## config.mk

```make
export PLATFORM = sky130hd
export DESIGN_NAME = touch_point_calibrate_rotate
export DESIGN_NICKNAME = d
export VERILOG_FILES = /design/src/rtl/tpcr_pkg.sv /design/src/rtl/tpcr_front.sv /design/src/rtl/tpcr_queue.sv /design/src/rtl/tpcr_div.sv /design/src/rtl/tpcr_back.sv /design/src/rtl/touch_point_calibrate_rotate.sv
export SDC_FILE = /design/constraint.sdc
export NUM_CORES = 1
export LEC_CHECK = 0
export BUFFER_PORTS_ARGS = -buffer_cell sky130_fd_sc_hd__buf_2
export CORE_ASPECT_RATIO = 1.25
export CORE_MARGIN = 2
export CORE_UTILIZATION = 27
export DETAILED_ROUTE_END_ITERATION = 7
export PLACE_DENSITY = 0.44
export SLEW_MARGIN = 20
export SYNTH_ARGS = -nofsm -noshare
export SYNTH_HDL_FRONTEND = slang
export SYNTH_SLANG_ARGS = --single-unit
```

## constraint.sdc

```tcl
create_clock -name i_clk -period 13.9 [get_ports i_clk]
set_input_delay 2.78 -clock i_clk [delete_from_list [all_inputs] [get_ports i_clk]]
set_output_delay 2.78 -clock i_clk [all_outputs]
set_load 0.03 [all_outputs]
```

## src/rtl/tpcr_pkg.sv

```systemverilog
// Shared types and constants for the touch point calibrate/rotate block.
// No dependencies; imported by every module under rtl/.
package tpcr_pkg;

    localparam int C_RAW_W    = 16;                   // raw and screen coordinate width
    localparam int C_SIZE_W   = 12;                   // holds screen size minus one (max 4095)
    localparam int C_NUM_W    = C_RAW_W + C_SIZE_W;   // scaled numerator width
    localparam int C_CNT_W    = $clog2(C_NUM_W + 1);  // divider step counter
    localparam int C_STAT_W   = 8;
    localparam int C_READY_BIT = 7;
    localparam int C_COUNT_W  = 4;                    // touch count field, bits 3..0
    localparam int C_ORIENT_W = 2;
    localparam int C_IDX_W    = 3;
    localparam int C_Q_DEPTH  = 2;
    localparam int C_QP_W     = $clog2(C_Q_DEPTH);
    localparam int C_QC_W     = $clog2(C_Q_DEPTH + 1);

    typedef enum logic [C_IDX_W-1:0] {
        CFG_CAL_ENABLE  = 3'd0,
        CFG_CAL_X_LOW   = 3'd1,
        CFG_CAL_X_HIGH  = 3'd2,
        CFG_CAL_Y_LOW   = 3'd3,
        CFG_CAL_Y_HIGH  = 3'd4,
        CFG_ORIENTATION = 3'd5
    } t_cfg_idx;

    typedef enum logic [C_ORIENT_W-1:0] {
        ROT_0   = 2'd0,
        ROT_90  = 2'd1,
        ROT_180 = 2'd2,
        ROT_270 = 2'd3
    } t_rot;

    typedef struct packed {
        logic               cal_enable;
        logic [C_RAW_W-1:0] x_low;
        logic [C_RAW_W-1:0] x_high;
        logic [C_RAW_W-1:0] y_low;
        logic [C_RAW_W-1:0] y_high;
        t_rot               orientation;
    } t_cfg;

    // held state after one poll, handed from front to back
    typedef struct packed {
        logic               touched;
        logic [C_RAW_W-1:0] x;
        logic [C_RAW_W-1:0] y;
    } t_job;

endpackage

```

## src/rtl/tpcr_front.sv

```systemverilog
// Front end: takes controller polls, keeps the held touch state, queues jobs.
// Depends on tpcr_pkg.
module tpcr_front import tpcr_pkg::*; (
    input  logic                i_clk,
    input  logic                i_rst_n,
    input  logic                i_in_valid,
    output logic                o_in_stall,
    input  logic [C_STAT_W-1:0] i_point_status,
    input  logic [C_RAW_W-1:0]  i_raw_x,
    input  logic [C_RAW_W-1:0]  i_raw_y,
    input  logic                i_q_full,
    output logic                o_q_push,
    output t_job                o_q_job
);

    logic               r_touch, n_touch;
    logic [C_RAW_W-1:0] r_hx, n_hx;
    logic [C_RAW_W-1:0] r_hy, n_hy;

    assign o_in_stall = i_q_full;
    assign o_q_push   = i_in_valid && !i_q_full;

    always_comb begin
        n_touch = r_touch;
        n_hx    = r_hx;
        n_hy    = r_hy;
        if (i_point_status[C_READY_BIT]) begin
            n_touch = |i_point_status[C_COUNT_W-1:0];
            if (n_touch) begin
                n_hx = i_raw_x;
                n_hy = i_raw_y;
            end
        end
    end

    assign o_q_job = '{touched: n_touch, x: n_hx, y: n_hy};

    always_ff @(posedge i_clk) begin
        if (!i_rst_n) begin
            r_touch <= 1'b0;
            r_hx    <= '0;
            r_hy    <= '0;
        end else if (o_q_push) begin
            r_touch <= n_touch;
            r_hx    <= n_hx;
            r_hy    <= n_hy;
        end
    end

endmodule

```

## src/rtl/tpcr_queue.sv

```systemverilog
// Two-entry job queue between front and back ends.
// Depends on tpcr_pkg.
module tpcr_queue import tpcr_pkg::*; (
    input  logic i_clk,
    input  logic i_rst_n,
    input  logic i_push,
    input  t_job i_job,
    input  logic i_pop,
    output t_job o_job,
    output logic o_full,
    output logic o_empty
);

    t_job              r_mem [C_Q_DEPTH];
    logic [C_QP_W-1:0] r_wp;
    logic [C_QP_W-1:0] r_rp;
    logic [C_QC_W-1:0] r_cnt;

    assign o_full  = (r_cnt == C_QC_W'(C_Q_DEPTH));
    assign o_empty = (r_cnt == '0);
    assign o_job   = r_mem[r_rp];

    always_ff @(posedge i_clk) begin
        if (i_push) begin
            r_mem[r_wp] <= i_job;
        end
    end

    always_ff @(posedge i_clk) begin
        if (!i_rst_n) begin
            r_wp  <= '0;
            r_rp  <= '0;
            r_cnt <= '0;
        end else begin
            if (i_push) begin
                r_wp <= r_wp + 1'b1;
            end
            if (i_pop) begin
                r_rp <= r_rp + 1'b1;
            end
            case ({i_push, i_pop})
                2'b10:   r_cnt <= r_cnt + 1'b1;
                2'b01:   r_cnt <= r_cnt - 1'b1;
                default: r_cnt <= r_cnt;
            endcase
        end
    end

endmodule

```

## src/rtl/tpcr_div.sv

```systemverilog
// Restoring divider, one quotient bit per cycle.
// Depends on tpcr_pkg. Quotient is known to fit in C_RAW_W bits.
module tpcr_div import tpcr_pkg::*; (
    input  logic               i_clk,
    input  logic               i_rst_n,
    input  logic               i_start,
    input  logic [C_NUM_W-1:0] i_num,
    input  logic [C_RAW_W-1:0] i_den,
    output logic               o_done,
    output logic [C_RAW_W-1:0] o_quot
);

    logic [C_NUM_W-1:0] r_num;
    logic [C_RAW_W-1:0] r_rem;
    logic [C_RAW_W-1:0] r_den;
    logic [C_CNT_W-1:0] r_cnt;
    logic               r_busy;
    logic               r_done;

    logic [C_RAW_W:0]   trial;
    logic [C_RAW_W:0]   diff;
    logic               ge;

    assign trial  = {r_rem, r_num[C_NUM_W-1]};
    assign ge     = (trial >= {1'b0, r_den});
    assign diff   = trial - {1'b0, r_den};
    assign o_done = r_done;
    assign o_quot = r_num[C_RAW_W-1:0];

    always_ff @(posedge i_clk) begin
        if (i_start) begin
            r_num <= i_num;
            r_rem <= '0;
            r_den <= i_den;
        end else if (r_busy) begin
            r_rem <= ge ? diff[C_RAW_W-1:0] : trial[C_RAW_W-1:0];
            r_num <= {r_num[C_NUM_W-2:0], ge};
        end
    end

    always_ff @(posedge i_clk) begin
        if (!i_rst_n) begin
            r_busy <= 1'b0;
            r_done <= 1'b0;
            r_cnt  <= '0;
        end else begin
            r_done <= 1'b0;
            if (i_start) begin
                r_busy <= 1'b1;
                r_cnt  <= C_CNT_W'(C_NUM_W);
            end else if (r_busy) begin
                r_cnt <= r_cnt - 1'b1;
                if (r_cnt == C_CNT_W'(1)) begin
                    r_busy <= 1'b0;
                    r_done <= 1'b1;
                end
            end
        end
    end

endmodule

```

## src/rtl/tpcr_back.sv

```systemverilog
// Back end: clamp, scale by iterative division, rotate, output register.
// Depends on tpcr_pkg and tpcr_div.
module tpcr_back import tpcr_pkg::*; #(
    parameter int SCREEN_WIDTH  = 480,
    parameter int SCREEN_HEIGHT = 320
) (
    input  logic               i_clk,
    input  logic               i_rst_n,
    input  t_cfg               i_cfg,
    input  logic               i_q_empty,
    input  t_job               i_q_job,
    output logic               o_q_pop,
    output logic               o_out_valid,
    input  logic               i_out_stall,
    output logic               o_touched,
    output logic [C_RAW_W-1:0] o_screen_x,
    output logic [C_RAW_W-1:0] o_screen_y
);

    localparam logic [C_SIZE_W-1:0] W1_S = C_SIZE_W'(SCREEN_WIDTH - 1);
    localparam logic [C_SIZE_W-1:0] H1_S = C_SIZE_W'(SCREEN_HEIGHT - 1);
    localparam logic [C_RAW_W-1:0]  W1   = C_RAW_W'(SCREEN_WIDTH - 1);
    localparam logic [C_RAW_W-1:0]  H1   = C_RAW_W'(SCREEN_HEIGHT - 1);

    typedef enum logic [4:0] {
        S_IDLE  = 5'b00001,
        S_CLAMP = 5'b00010,
        S_MUL   = 5'b00100,
        S_DIV   = 5'b01000,
        S_OUT   = 5'b10000
    } t_state;

    t_state             r_state;
    logic               r_touch;
    logic [C_RAW_W-1:0] r_x, r_y;
    logic [C_RAW_W-1:0] r_dx, r_dy;
    logic [C_NUM_W-1:0] r_px, r_py;
    logic               r_div_start;
    logic               r_out_valid;
    logic               r_out_touch;
    logic [C_RAW_W-1:0] r_out_x, r_out_y;

    logic               cal_act;
    logic [C_RAW_W-1:0] cx, cy;
    logic               x_done, y_done;
    logic [C_RAW_W-1:0] x_quot, y_quot;
    logic [C_RAW_W-1:0] rot_x, rot_y;
    logic               out_load;

    assign cal_act = i_cfg.cal_enable && (i_cfg.x_high > i_cfg.x_low)
                     && (i_cfg.y_high > i_cfg.y_low);
    assign o_q_pop = (r_state == S_IDLE) && !i_q_empty;

    // clamp into [low, high]
    always_comb begin
        cx = r_x;
        if (r_x < i_cfg.x_low)  cx = i_cfg.x_low;
        if (r_x > i_cfg.x_high) cx = i_cfg.x_high;
        cy = r_y;
        if (r_y < i_cfg.y_low)  cy = i_cfg.y_low;
        if (r_y > i_cfg.y_high) cy = i_cfg.y_high;
    end

    tpcr_div u_div_x (
        .i_clk   (i_clk),
        .i_rst_n (i_rst_n),
        .i_start (r_div_start),
        .i_num   (r_px),
        .i_den   (i_cfg.x_high - i_cfg.x_low),
        .o_done  (x_done),
        .o_quot  (x_quot)
    );

    tpcr_div u_div_y (
        .i_clk   (i_clk),
        .i_rst_n (i_rst_n),
        .i_start (r_div_start),
        .i_num   (r_py),
        .i_den   (i_cfg.y_high - i_cfg.y_low),
        .o_done  (y_done),
        .o_quot  (y_quot)
    );

    // quarter turns, 16-bit wrap; untouched results stay zero
    always_comb begin
        rot_x = r_x;
        rot_y = r_y;
        case (i_cfg.orientation)
            ROT_90: begin
                rot_x = r_y;
                rot_y = W1 - r_x;
            end
            ROT_180: begin
                rot_x = W1 - r_x;
                rot_y = H1 - r_y;
            end
            ROT_270: begin
                rot_x = H1 - r_y;
                rot_y = r_x;
            end
            default: begin
                rot_x = r_x;
                rot_y = r_y;
            end
        endcase
        if (!r_touch) begin
            rot_x = '0;
            rot_y = '0;
        end
    end

    assign out_load    = (r_state == S_OUT) && (!r_out_valid || !i_out_stall);
    assign o_out_valid = r_out_valid;
    assign o_touched   = r_out_touch;
    assign o_screen_x  = r_out_x;
    assign o_screen_y  = r_out_y;

    always_ff @(posedge i_clk) begin
        case (r_state)
            S_IDLE: begin
                r_touch <= i_q_job.touched;
                r_x     <= i_q_job.x;
                r_y     <= i_q_job.y;
            end
            S_CLAMP: begin
                r_dx <= cx - i_cfg.x_low;
                r_dy <= cy - i_cfg.y_low;
            end
            S_MUL: begin
                r_px <= {{C_SIZE_W{1'b0}}, r_dx} * {{C_RAW_W{1'b0}}, W1_S};
                r_py <= {{C_SIZE_W{1'b0}}, r_dy} * {{C_RAW_W{1'b0}}, H1_S};
            end
            S_DIV: begin
                if (x_done && y_done) begin
                    r_x <= x_quot;
                    r_y <= y_quot;
                end
            end
            default: begin
            end
        endcase
        if (out_load) begin
            r_out_touch <= r_touch;
            r_out_x     <= rot_x;
            r_out_y     <= rot_y;
        end
    end

    always_ff @(posedge i_clk) begin
        if (!i_rst_n) begin
            r_state     <= S_IDLE;
            r_div_start <= 1'b0;
            r_out_valid <= 1'b0;
        end else begin
            r_div_start <= 1'b0;
            if (out_load) begin
                r_out_valid <= 1'b1;
            end else if (!i_out_stall) begin
                r_out_valid <= 1'b0;
            end
            case (r_state)
                S_IDLE: begin
                    if (!i_q_empty) begin
                        r_state <= (i_q_job.touched && cal_act) ? S_CLAMP : S_OUT;
                    end
                end
                S_CLAMP: r_state <= S_MUL;
                S_MUL: begin
                    r_div_start <= 1'b1;
                    r_state     <= S_DIV;
                end
                S_DIV: begin
                    if (x_done && y_done) begin
                        r_state <= S_OUT;
                    end
                end
                S_OUT: begin
                    if (out_load) begin
                        r_state <= S_IDLE;
                    end
                end
                default: r_state <= S_IDLE;
            endcase
        end
    end

endmodule

```

## src/rtl/touch_point_calibrate_rotate.sv

```systemverilog
// Touch point calibrate/rotate: top level, configuration registers, assertions.
// Depends on tpcr_pkg, tpcr_front, tpcr_queue, tpcr_back.
//
// One result word per input poll, in order. Polls enter a two-entry queue at one per cycle
// while it has room; the back end then sends a poll that needs no scaling (not touched, or
// calibration off or degenerate) straight to output, and a scaled one through clamp, multiply
// and the two 28-step restoring dividers that run in parallel for x and y. Results sit in
// an output register, so the back end works on while the queue keeps taking polls.
// Calibration and orientation registers must only be written while the block is idle.
module touch_point_calibrate_rotate import tpcr_pkg::*; #(
    parameter int SCREEN_WIDTH  = 480,
    parameter int SCREEN_HEIGHT = 320
) (
    input  logic                i_clk,
    input  logic                i_rst_n,
    input  logic                i_cfg_we,
    input  logic [C_IDX_W-1:0]  i_cfg_index,
    input  logic [C_RAW_W-1:0]  i_cfg_data,
    input  logic                i_in_valid,
    output logic                o_in_stall,
    input  logic [C_STAT_W-1:0] i_point_status,
    input  logic [C_RAW_W-1:0]  i_raw_x,
    input  logic [C_RAW_W-1:0]  i_raw_y,
    output logic                o_out_valid,
    input  logic                i_out_stall,
    output logic                o_touched,
    output logic [C_RAW_W-1:0]  o_screen_x,
    output logic [C_RAW_W-1:0]  o_screen_y
);

    t_cfg r_cfg;
    logic q_push, q_pop, q_full, q_empty;
    t_job q_in_job, q_out_job;

    always_ff @(posedge i_clk) begin
        if (!i_rst_n) begin
            r_cfg <= '{cal_enable: 1'b0, x_low: '0, x_high: '0, y_low: '0, y_high: '0,
                       orientation: ROT_0};
        end else if (i_cfg_we) begin
            case (t_cfg_idx'(i_cfg_index))
                CFG_CAL_ENABLE:  r_cfg.cal_enable  <= i_cfg_data[0];
                CFG_CAL_X_LOW:   r_cfg.x_low       <= i_cfg_data;
                CFG_CAL_X_HIGH:  r_cfg.x_high      <= i_cfg_data;
                CFG_CAL_Y_LOW:   r_cfg.y_low       <= i_cfg_data;
                CFG_CAL_Y_HIGH:  r_cfg.y_high      <= i_cfg_data;
                CFG_ORIENTATION: r_cfg.orientation <= t_rot'(i_cfg_data[C_ORIENT_W-1:0]);
                default: begin
                end
            endcase
        end
    end

    tpcr_front u_front (
        .i_clk          (i_clk),
        .i_rst_n        (i_rst_n),
        .i_in_valid     (i_in_valid),
        .o_in_stall     (o_in_stall),
        .i_point_status (i_point_status),
        .i_raw_x        (i_raw_x),
        .i_raw_y        (i_raw_y),
        .i_q_full       (q_full),
        .o_q_push       (q_push),
        .o_q_job        (q_in_job)
    );

    tpcr_queue u_queue (
        .i_clk   (i_clk),
        .i_rst_n (i_rst_n),
        .i_push  (q_push),
        .i_job   (q_in_job),
        .i_pop   (q_pop),
        .o_job   (q_out_job),
        .o_full  (q_full),
        .o_empty (q_empty)
    );

    tpcr_back #(
        .SCREEN_WIDTH  (SCREEN_WIDTH),
        .SCREEN_HEIGHT (SCREEN_HEIGHT)
    ) u_back (
        .i_clk       (i_clk),
        .i_rst_n     (i_rst_n),
        .i_cfg       (r_cfg),
        .i_q_empty   (q_empty),
        .i_q_job     (q_out_job),
        .o_q_pop     (q_pop),
        .o_out_valid (o_out_valid),
        .i_out_stall (i_out_stall),
        .o_touched   (o_touched),
        .o_screen_x  (o_screen_x),
        .o_screen_y  (o_screen_y)
    );

    a_no_push_full: assert property (@(posedge i_clk) disable iff (!i_rst_n)
        q_push |-> !q_full)
        else $error("job pushed into full queue");

    a_no_pop_empty: assert property (@(posedge i_clk) disable iff (!i_rst_n)
        q_pop |-> !q_empty)
        else $error("job popped from empty queue");

    a_release_zero: assert property (@(posedge i_clk) disable iff (!i_rst_n)
        (o_out_valid && !o_touched) |-> (o_screen_x == '0 && o_screen_y == '0))
        else $error("untouched result carries nonzero coordinates");

    a_empty_after_idle: assert property (@(posedge i_clk) disable iff (!i_rst_n)
        (q_empty && !q_push) |=> !q_full)
        else $error("queue went from empty to full in one cycle");

endmodule

```

# Word-level counts from Yosys, hierarchy flattened

Memory sizes are Yosys's and may differ from the RTL's. A register that Yosys moved wholly into a read port is not among the register bits.
Cells that the tools add are included.

Output and inout bits: 35
Memory bits (read-only): 0
Register bits: 393
Input port bits: 64
Memories: 1
Logic and storage cells: 167
Latch bits: 0
RAM bits: 66

Mux-type cells: 46
Multipliers: 2
Bitwise gates (word level): 3
$add $sub $neg: 14
Divide/modulo/power cells: 0
Magnitude comparators: 8
Shift operators: 0
Reduce and logical (&&, ||, !) cells: 30
Equality and inequality tests: 22

Memory list:

| memory        | words | width | rd ports | clocked after Yosys merged registers in | wr ports | RTL line         | text |
|---|---|---|---|---|---|---|---|
| u_queue.r_mem | 2     | 33    | 1        | 1                                       | 1        | tpcr_queue.sv:14 | `t_job r_mem [C_Q_DEPTH];` |

Operators with widths:

| operator              | count |
|---|---|
| $mux 16               | 12 |
| $pmux 16 s3           | 2 |
| $sub 16x16->16        | 6 |
| $gt 16x16->1          | 4 |
| $pmux 16 s2           | 2 |
| $mux 28               | 2 |
| $mul 16x9->25 const B | 2 |
| $mux 25               | 2 |
| $mux 5                | 8 |
| $ge 17x16->1          | 2 |
| $lt 16x16->1          | 2 |
| $sub 9x16->16 const A | 2 |
| $pmux 5 s5            | 1 |
| $mux 1                | 16 |
| $eq 5x1->1 const B    | 3 |
| $reduce_and 2->1      | 7 |
| $sub 5x1->5 const B   | 2 |
| $eq 2x2->1 const B    | 4 |
| $reduce_bool 2->1     | 4 |
| $logic_and 1x1->1     | 7 |
| $eq 3x2->1 const B    | 2 |
| $eq 3x3->1 const B    | 2 |
| $ne 2x1->1 const B    | 3 |
| $reduce_or 3->1       | 2 |
| 19 further kinds      | 26 |

# Longest topological paths before layout

Gate-level depths: netlist of run 1.

Word-level depth: 7
Mapped depth: 22

# Cells and area by module

A second synthesis of run 1 with hierarchy kept.

Cells, all modules: 3124
Area, all modules: 31986.9 um^2

Modules (own cells, without submodules):

| module                       | cells each | area each (um^2) | instances |
|---|---|---|---|
| tpcr_back                    | 1857       | 17317.9          | 1 |
| tpcr_div                     | 359        | 3913.8           | 2 |
| tpcr_queue                   | 125        | 2590.0           | 1 |
| touch_point_calibrate_rotate | 240        | 2513.7           | 1 |
| tpcr_front                   | 184        | 1737.9           | 1 |

# Worst setup path after synthesis of run 1

Ideal clock, no wire load.

Kind: flip-flop to flip-flop
From: reg u_back.r_state[4]
To: reg u_back.r_px[0], enable pin
Arrival: 5.454 ns
Path slack: 7.857 ns
Buffers on the path: 0
Stages on the path, launching flop included: 3
Clock period less this slack: 6.043 ns
Cells stage by stage: dfxtp_1 -> nor2_1 -> nor4bb_1

Cells in the longest elaborated chain, start to end: 1

RTL lines:

| item                     | RTL line         | text |
|---|---|---|
| start: declaration       | tpcr_back.sv:33  | `t_state r_state;` |
| start signal: assignment | tpcr_back.sv:164 | `r_state <= (i_q_job.touched && cal_act) ? S_CLAMP : S_OUT;` |
| $eq 5x3->1               | tpcr_back.sv:119 | `case (r_state)` |
| end signal: assignment   | tpcr_back.sv:130 | `r_px <= {{C_SIZE_W{1'b0}}, r_dx} * {{C_RAW_W{1'b0}}, W1_S};` |
| end: declaration         | tpcr_back.sv:37  | `logic [C_NUM_W-1:0] r_px, r_py;` |

No other way between the ends.
A chain may end at the register's enable or synchronous reset.

# Worst setup path after layout of run 1

From: reg u_back.r_dy[7]
To: reg u_back.r_py[23], data pin

Cells in the longest elaborated chain, start to end: 1

RTL lines:

| item                     | RTL line         | text |
|---|---|---|
| start: declaration       | tpcr_back.sv:36  | `logic [C_RAW_W-1:0] r_dx, r_dy;` |
| start signal: assignment | tpcr_back.sv:127 | `r_dy <= cy - i_cfg.y_low;` |
| $mul 16x9->25            | tpcr_back.sv:131 | `r_py <= {{C_SIZE_W{1'b0}}, r_dy} * {{C_RAW_W{1'b0}}, H1_S};` |
| end signal: assignment   | tpcr_back.sv:131 |  |
| end: declaration         | tpcr_back.sv:37  |  |

No other way between the ends.

==> impl_metrics.csv, run 1 <==
group,metric,value,unit
timing,fin_crit,5.446,ns
setup_path,r2r-start,"u_back.r_dy[7]$_DFFE_PP_",
detailed_routing,drt_wl_total,83210,microns
setup_path,crit_type,"reg -> reg",
timing,setup_viol,0,
hold_path,min_from,"r_cfg[25]$_SDFFE_PN0P_",
grt,grt_max_degree,68,
clock_network,clock_latency,0.65,ns
synthesis,ys_ff_latch,460,
detailed_routing,wl_per_cell,17.79,microns
layout,syn_to_final_growth,13.09,%
detailed_routing,drt-pass1-iter-count,6,
timing,slew_headroom,29.16,%
clock_network,clock_path_buffers,3,
clock_network,ctsHoldBuffers,0,
clock_network,cts_buffers,54,
detailed_routing,vias,21414,
power,ir_worst_vdd,0.1240,mV
timing,tightest_slew,1.063,ns
setup_path,crit_path_start,"u_back.r_dy[7]$_DFFE_PP_",
floorplanning,fp.dieW,306.8,microns
setup_path,critPathLaunchType,"flop",
floorplanning,core_area,0.1134,sq mm
clock_network,tritoncts,"built",
layout,utilization,30.86,%
timing,finalHoldViolCount,0,
synthesis,seq_area_frac_synth,39.52,%
grt,grt_pass1_wl,130200,microns
floorplanning,die_area,0.1174,sq mm
synthesis,yosys-top-cells-area,"edfxtp_1, ha_1, dfxtp_1",
layout,multi_input_area,0.01684,sq mm
synthesis,synth.most_common_cell,"inv_1",
synthesis,yosysTopAreaCellShare,29.30,%
clock_network,cts_setup_buffers,0,
flow_run,cap_viol_max_count,0,
timing,fmax,183.6,MHz
layout,layout-drive-gt1-share,10.39,%
detailed_routing,antenna_left,0,
floorplanning,row_count,138,
timing,grt_setup_unrepaired,"no",
clock_network,clk_pin_slew,0.06,ns
timing,final_max_slew_viol_count,0,
placed_design,portBuffers,95,
placed_design,pre_cts_slack,8.480,ns
setup_path,crit_fanout,4,
grt,grt_use_total,14.27,%
synthesis,netlist_area,0.03095,sq mm
grt,overflow,0,
clock_network,ctsRootBufferMaster,"clkbuf_16",
floorplanning,num_io_pins,99,
synthesis,yosysWarnings,0,
grt,grt_pass1_vias,21959,
grt,antenna_found_initial,16,
synthesis,avgSynthCellArea,10.03,sq um
synthesis,synth_edf_count,302,
synthesis,synth_top_cell_by_area,"edfxtp_1",
floorplanning,chipHeight,382.6,microns
timing,final.setup.worst_slack,8.454,ns
detailed_routing,drtIter0Drc,1065,
synthesis,synth.distinct_cells,86,
hold_path,hold_path_class,"reg -> reg",
setup_path,required,14.28,ns
layout,nNetsFinal,3623,
timing,clock_skew,0.04194,ns
clock_network,ctsResizeCount,0,
clock_network,cts_sinks,460,
power,power_leakage,14.15,nW
synthesis,synth_common_cells,"inv_1, edfxtp_1, nor2_1, ha_1, nand2_1",
synthesis,ys.flop_type,"edfxtp_1",
layout,seqCellArea,0.01224,sq mm
outcome,status,"finished clean",
placed_design,place.gp.congestion,0.8125,
synthesis,async_flop_share,0,%
timing,tns,0,ns
floorplanning,start_util,27.29,%
setup_path,worstPathArrival,5.83,ns
clock_network,htreeDepth,2,
detailed_routing,viasPerCell,4.579,
detailed_routing,drcViolationCount,0,
synthesis,synth_nets,3550,
synthesis,syn_inst,3086,
timing,finalCritPeriodShare,39.18,%
placed_design,hpwl,62990,microns
layout,fillers,11705,
setup_path,critPathCaptureType,"flop",
power,powerDensity,155.5,mW/mm^2
==> critical path, cell delays in order (launching register included) <==
cell,delay [ns]
edfxtp_1,0.51
fa_1,0.61
inv_1,0.07
fa_1,0.56
fa_1,0.45
fa_1,0.56
inv_1,0.05
ha_1,0.34
a21o_1,0.20
a21oi_1,0.24
o211a_1,0.26
o31ai_1,0.13
o41ai_1,0.67
o2111ai_1,0.24
a21oi_1,0.22
xnor2_1,0.08
==> placed cells by master (no fill, tap or decap), types with 39 or more instances in the layout <==
master     Yosys  final
nand2_1      229    229
xnor2_1       93     93
buf_2          5     94
fa_1         128    128
dfxtp_1      158    155
inv_1        405    405
o21ai_0       80     79
mux2_2        82     82
mux2i_1       81     81
clkbuf_16      0     56
nor3_1        43     43
edfxtp_1     302    302
a21boi_0      91     91
ha_1         272    272
a21oi_1      184    183
xor2_1        39     39
nor2_1       283    282
a21o_1        56     56
==> through the flow <==
step	power (mW)	instances	instance area [sq um]	hold slack, ns
detailed placement	3.992	4573	33130	0.4575
finish	5.444	4677	35010	0.4651
global route	5.828	4675	35000	0.4891
CTS	5.528	4674	35000	0.4659
floorplan	3.388	3086	30950	0.4435
global placement	3.995	4573	33130	0.4521
==> state kept, by name, indices dropped and copies added, names as in the netlist, 25 cells and up, named ones only <==
signal and count:
r_cfg 67, u_queue.r_mem 66, u_back.u_div_x.r_num 28, u_back.u_div_y.r_num 28
u_back.r_px 25, u_back.r_py 25
==> final timing paths <==
check	endpoint	slack, ns	depth (start not counted)
min reg2reg	r_cfg[25]$_SDFFE_PN0P_	0.47	2
min	r_cfg[25]$_SDFFE_PN0P_	0.47	2
max reg2reg	u_back.r_py[23]$_DFFE_PP_	8.45	15
max	u_back.r_py[23]$_DFFE_PP_	8.45	15
==> layout make-up <==
cell class | instances | share of cell area, %
diodes | 3 | 0.02145
well taps | 1470 | 5.254
multi-input cells | 2112 | 48.10
flip-flops and latches | 460 | 34.96
inverters | 409 | 4.386
clock buffers | 78 | 4.496
clock inverters | 23 | 0.8364
repair buffers | 122 | 1.944
==> logic make-up after synthesis <==
family | count (synthesis) | share of synthesized area [%]
simple gates | 805 | 12.24
buf+inv | 514 | 6.273
compound gates | 605 | 12.85
fa+ha+maj | 400 | 19.27
mux | 170 | 6.112
flops | 460 | 39.52
xor+xnor | 132 | 3.735
==> metal layers <==
metal  GRT usage (%)  vias up  share of wire [%]
li1                -    10837                  -
met1           17.99    10226                 45
met2           25.00      218                 49
met3           2.137      121                3.0
met4           4.294       12                2.9
met5               0        -              0.083
==> report_power, final <==
| group | switching (mW) | internal (mW) |
|---|---|---|
| logic | 1.14 | 0.860 |
| registers | 0.244 | 1.72 |
| clock network | 0.618 | 0.868 |
Note: power is estimated with default switching activity, not from simulation.
==> run 2, diff against run 1 <==
Settings changed: PLACE_DENSITY 0.44 to 0.46.
Clock period 13.9 ns to 4.5 ns, I/O delays scaled along.
==> run 2 against run 1 <==
Final area is 9.9% higher; clock power grew to 3.1 times the previous value; first-iteration DRC count is 2.8% lower; power grew to 3.4 times the previous value; the run now ends with negative setup slack left; cell count is 7.4% higher; via count is 6.7% higher; highest routed layer unchanged; flip-flop and latch count stayed put; worst setup slack worse by 8.9 ns; non-clock buffer count is 349 higher; wire length is 5.3% higher.
==> impl_metrics.csv, run 2 (synthesis gave the netlist of run 1 again) <==
group,metric,value,unit
setup_path,critPathLaunchType,"flop",
layout,layout_commonest_cell,"inv_1",
detailed_routing,vias,22854,
floorplanning,die_area,0.1174,sq mm
grt,overflow,0,
timing,final_max_slew_viol_count,0,
clock_network,htreeDepth,2,
clock_network,clock_latency,0.67,ns
clock_network,tritoncts,"built",
power,total_power,18.57,mW
layout,top_regs,"r_cfg x67, u_queue.r_mem x66",
detailed_routing,viasPerCell,4.548,
clock_network,clk_pin_slew,0.06,ns
clock_network,ctsRootBufferMaster,"clkbuf_16",
detailed_routing,drcViolationCount,0,
floorplanning,start_util,27.29,%
floorplanning,row_count,138,
power,ir_worst_vdd,0.3342,mV
setup_path,worstPathArrival,5.30,ns
timing,finalHoldViolCount,0,
layout,fillers,11587,
timing,fin_crit,4.915,ns
layout,layout-drive-gt1-share,23.61,%
grt,grt_pass1_wl,135500,microns
setup_path,crit_fanout,3,
hold_path,hold_path_class,"reg -> reg",
clock_network,cts_buffers,54,
setup_path,required,4.88,ns
clock_network,clock_path_buffers,3,
timing,setup_viol,15,
placed_design,pre_cts_slack,-0.4143,ns
placed_design,placed_cell_area,0.03535,sq mm
timing,final.setup.worst_slack,-0.4149,ns
detailed_routing,drtIter0Drc,1035,
layout,top_register,"r_cfg",
timing,finalCritPeriodShare,109.2,%
timing,grt_setup_unrepaired,"yes",
outcome,status,"finished with violations",
grt,grt_max_degree,67,
floorplanning,chipHeight,382.6,microns
grt,grt_pass1_vias,23074,
clock_network,ctsHoldBuffers,0,
clock_network,cts_sinks,460,
timing,tns,-3.316,ns
grt,met2_usage,26.78,%
floorplanning,num_io_pins,99,
flow_run,cap_viol_max_count,0,
grt,grt_use_met1,18.24,%
timing,timing.hold.ws,0.4621,ns
layout,design_area,0.03846,sq mm
grt,antenna_found_initial,14,
power,power_leakage,15.93,nW
placed_design,hpwl,66090,microns
grt,busiest_layer,"met2",
placed_design,portBuffers,95,
setup_path,critPathCaptureType,"flop",
layout,nNetsFinal,3972,
grt,grt_use_total,14.85,%
timing,slew_headroom,29.42,%
power,powerDensity,482.9,mW/mm^2
detailed_routing,drt_wl_total,87600,microns
floorplanning,core_area,0.1134,sq mm
detailed_routing,antenna_left,0,
setup_path,crit_type,"reg -> reg",
timing,clock_skew,0.05286,ns
detailed_routing,wl_per_cell,17.43,microns
detailed_routing,drt-pass1-iter-count,5,
placed_design,place.gp.congestion,0.8396,
timing,fmax,203.5,MHz
outcome,violations,"negative setup slack",
floorplanning,fp.dieW,306.8,microns
layout,largest_register_ffs,67,
timing,tightest_slew,1.059,ns
layout,final_cell_mix,"inv_1, buf_4, edfxtp_1, nor2_1, ha_1",
layout,syn_to_final_growth,24.27,%
grt,grt_use_met3,2.264,%
[run 2: changes by cell type in the layout (fill, tap and decap cells not counted), moves of 13 or more]
cell,before,now
inv_2,1,37
o21ai_0,79,66
a21oi_1,183,160
a21oi_2,1,21
o21ai_2,0,14
buf_4,28,356
buf_6,0,20
ha_1,272,248
inv_1,405,368
ha_4,0,21
[run 2: area by class of cell]
| cell class | count | area [sq um] | share of cell area (%) |
|---|---|---|---|
| clock buffer | 75 | 1551 | 4.034 |
| multi-input combinational | 2112 | 17620 | 45.80 |
| inverter | 409 | 1538 | 3.998 |
| antenna | 2 | 5.005 | 0.01301 |
| sequential | 460 | 12240 | 31.82 |
| tap | 1470 | 1839 | 4.782 |
| timing repair buffer | 471 | 3383 | 8.796 |
| clock inverter | 26 | 291.5 | 0.7579 |
[run 2: critical path, stage by stage, from the launching register on]
cell and delay [ns]:
edfxtp_1 0.45, buf_6 0.16, inv_4 0.04, fa_2 0.44, fa_1 0.57, inv_2 0.04
fa_1 0.55, inv_2 0.04, fa_1 0.49, inv_2 0.05, ha_4 0.20, a21o_1 0.17
a21o_1 0.16, a21o_1 0.19, or3_1 0.36, o211ai_1 0.27, buf_4 0.18, a31oi_4 0.08
xor2_1 0.17
[run 2: what timing repair did]
| action | CTS | global route |
|---|---|---|
| setup buffers | 39 | 38 |
| endpoints found under the setup margin | 30 | 35 |
| resized for setup | 97 | 86 |
| pin swaps | 78 | 105 |
[run 2: path summary, 6_finish.rpt]
kind	start	end	slack (ns)	cells after the start
max reg2reg	u_back.r_dy[12]$_DFFE_PP_	u_back.r_py[22]$_DFFE_PP_	-0.41	18
max	u_back.r_dy[12]$_DFFE_PP_	u_back.r_py[22]$_DFFE_PP_	-0.41	18
min	u_front.r_touch$_SDFFE_PN0P_	u_front.r_touch$_SDFFE_PN0P_	0.46	2
min reg2reg	u_front.r_touch$_SDFFE_PN0P_	u_front.r_touch$_SDFFE_PN0P_	0.46	2
[run 2: per-stage QoR]
stage	instances	utilization, %
2_1_floorplan	3086	-
3_3_place_gp	4852	31.16
3_5_place_dp	4852	31.16
4_1_cts	4991	33.36
5_1_grt	5025	33.91
6_report	5025	33.91
[run 2: report_power, final]
part           internal [mW]  switching (mW)
Sequential              5.30           0.377
Clock                   2.61            1.96
Combinational           3.82            4.51
[run 2: routing by layer]
metal | up-vias | share of wire (%)
met2 | 250 | 51
met4 | 12 | 2.6
met3 | 103 | 3.1
met1 | 10970 | 43
met5 | - | 0.094
li1 | 11519 | -
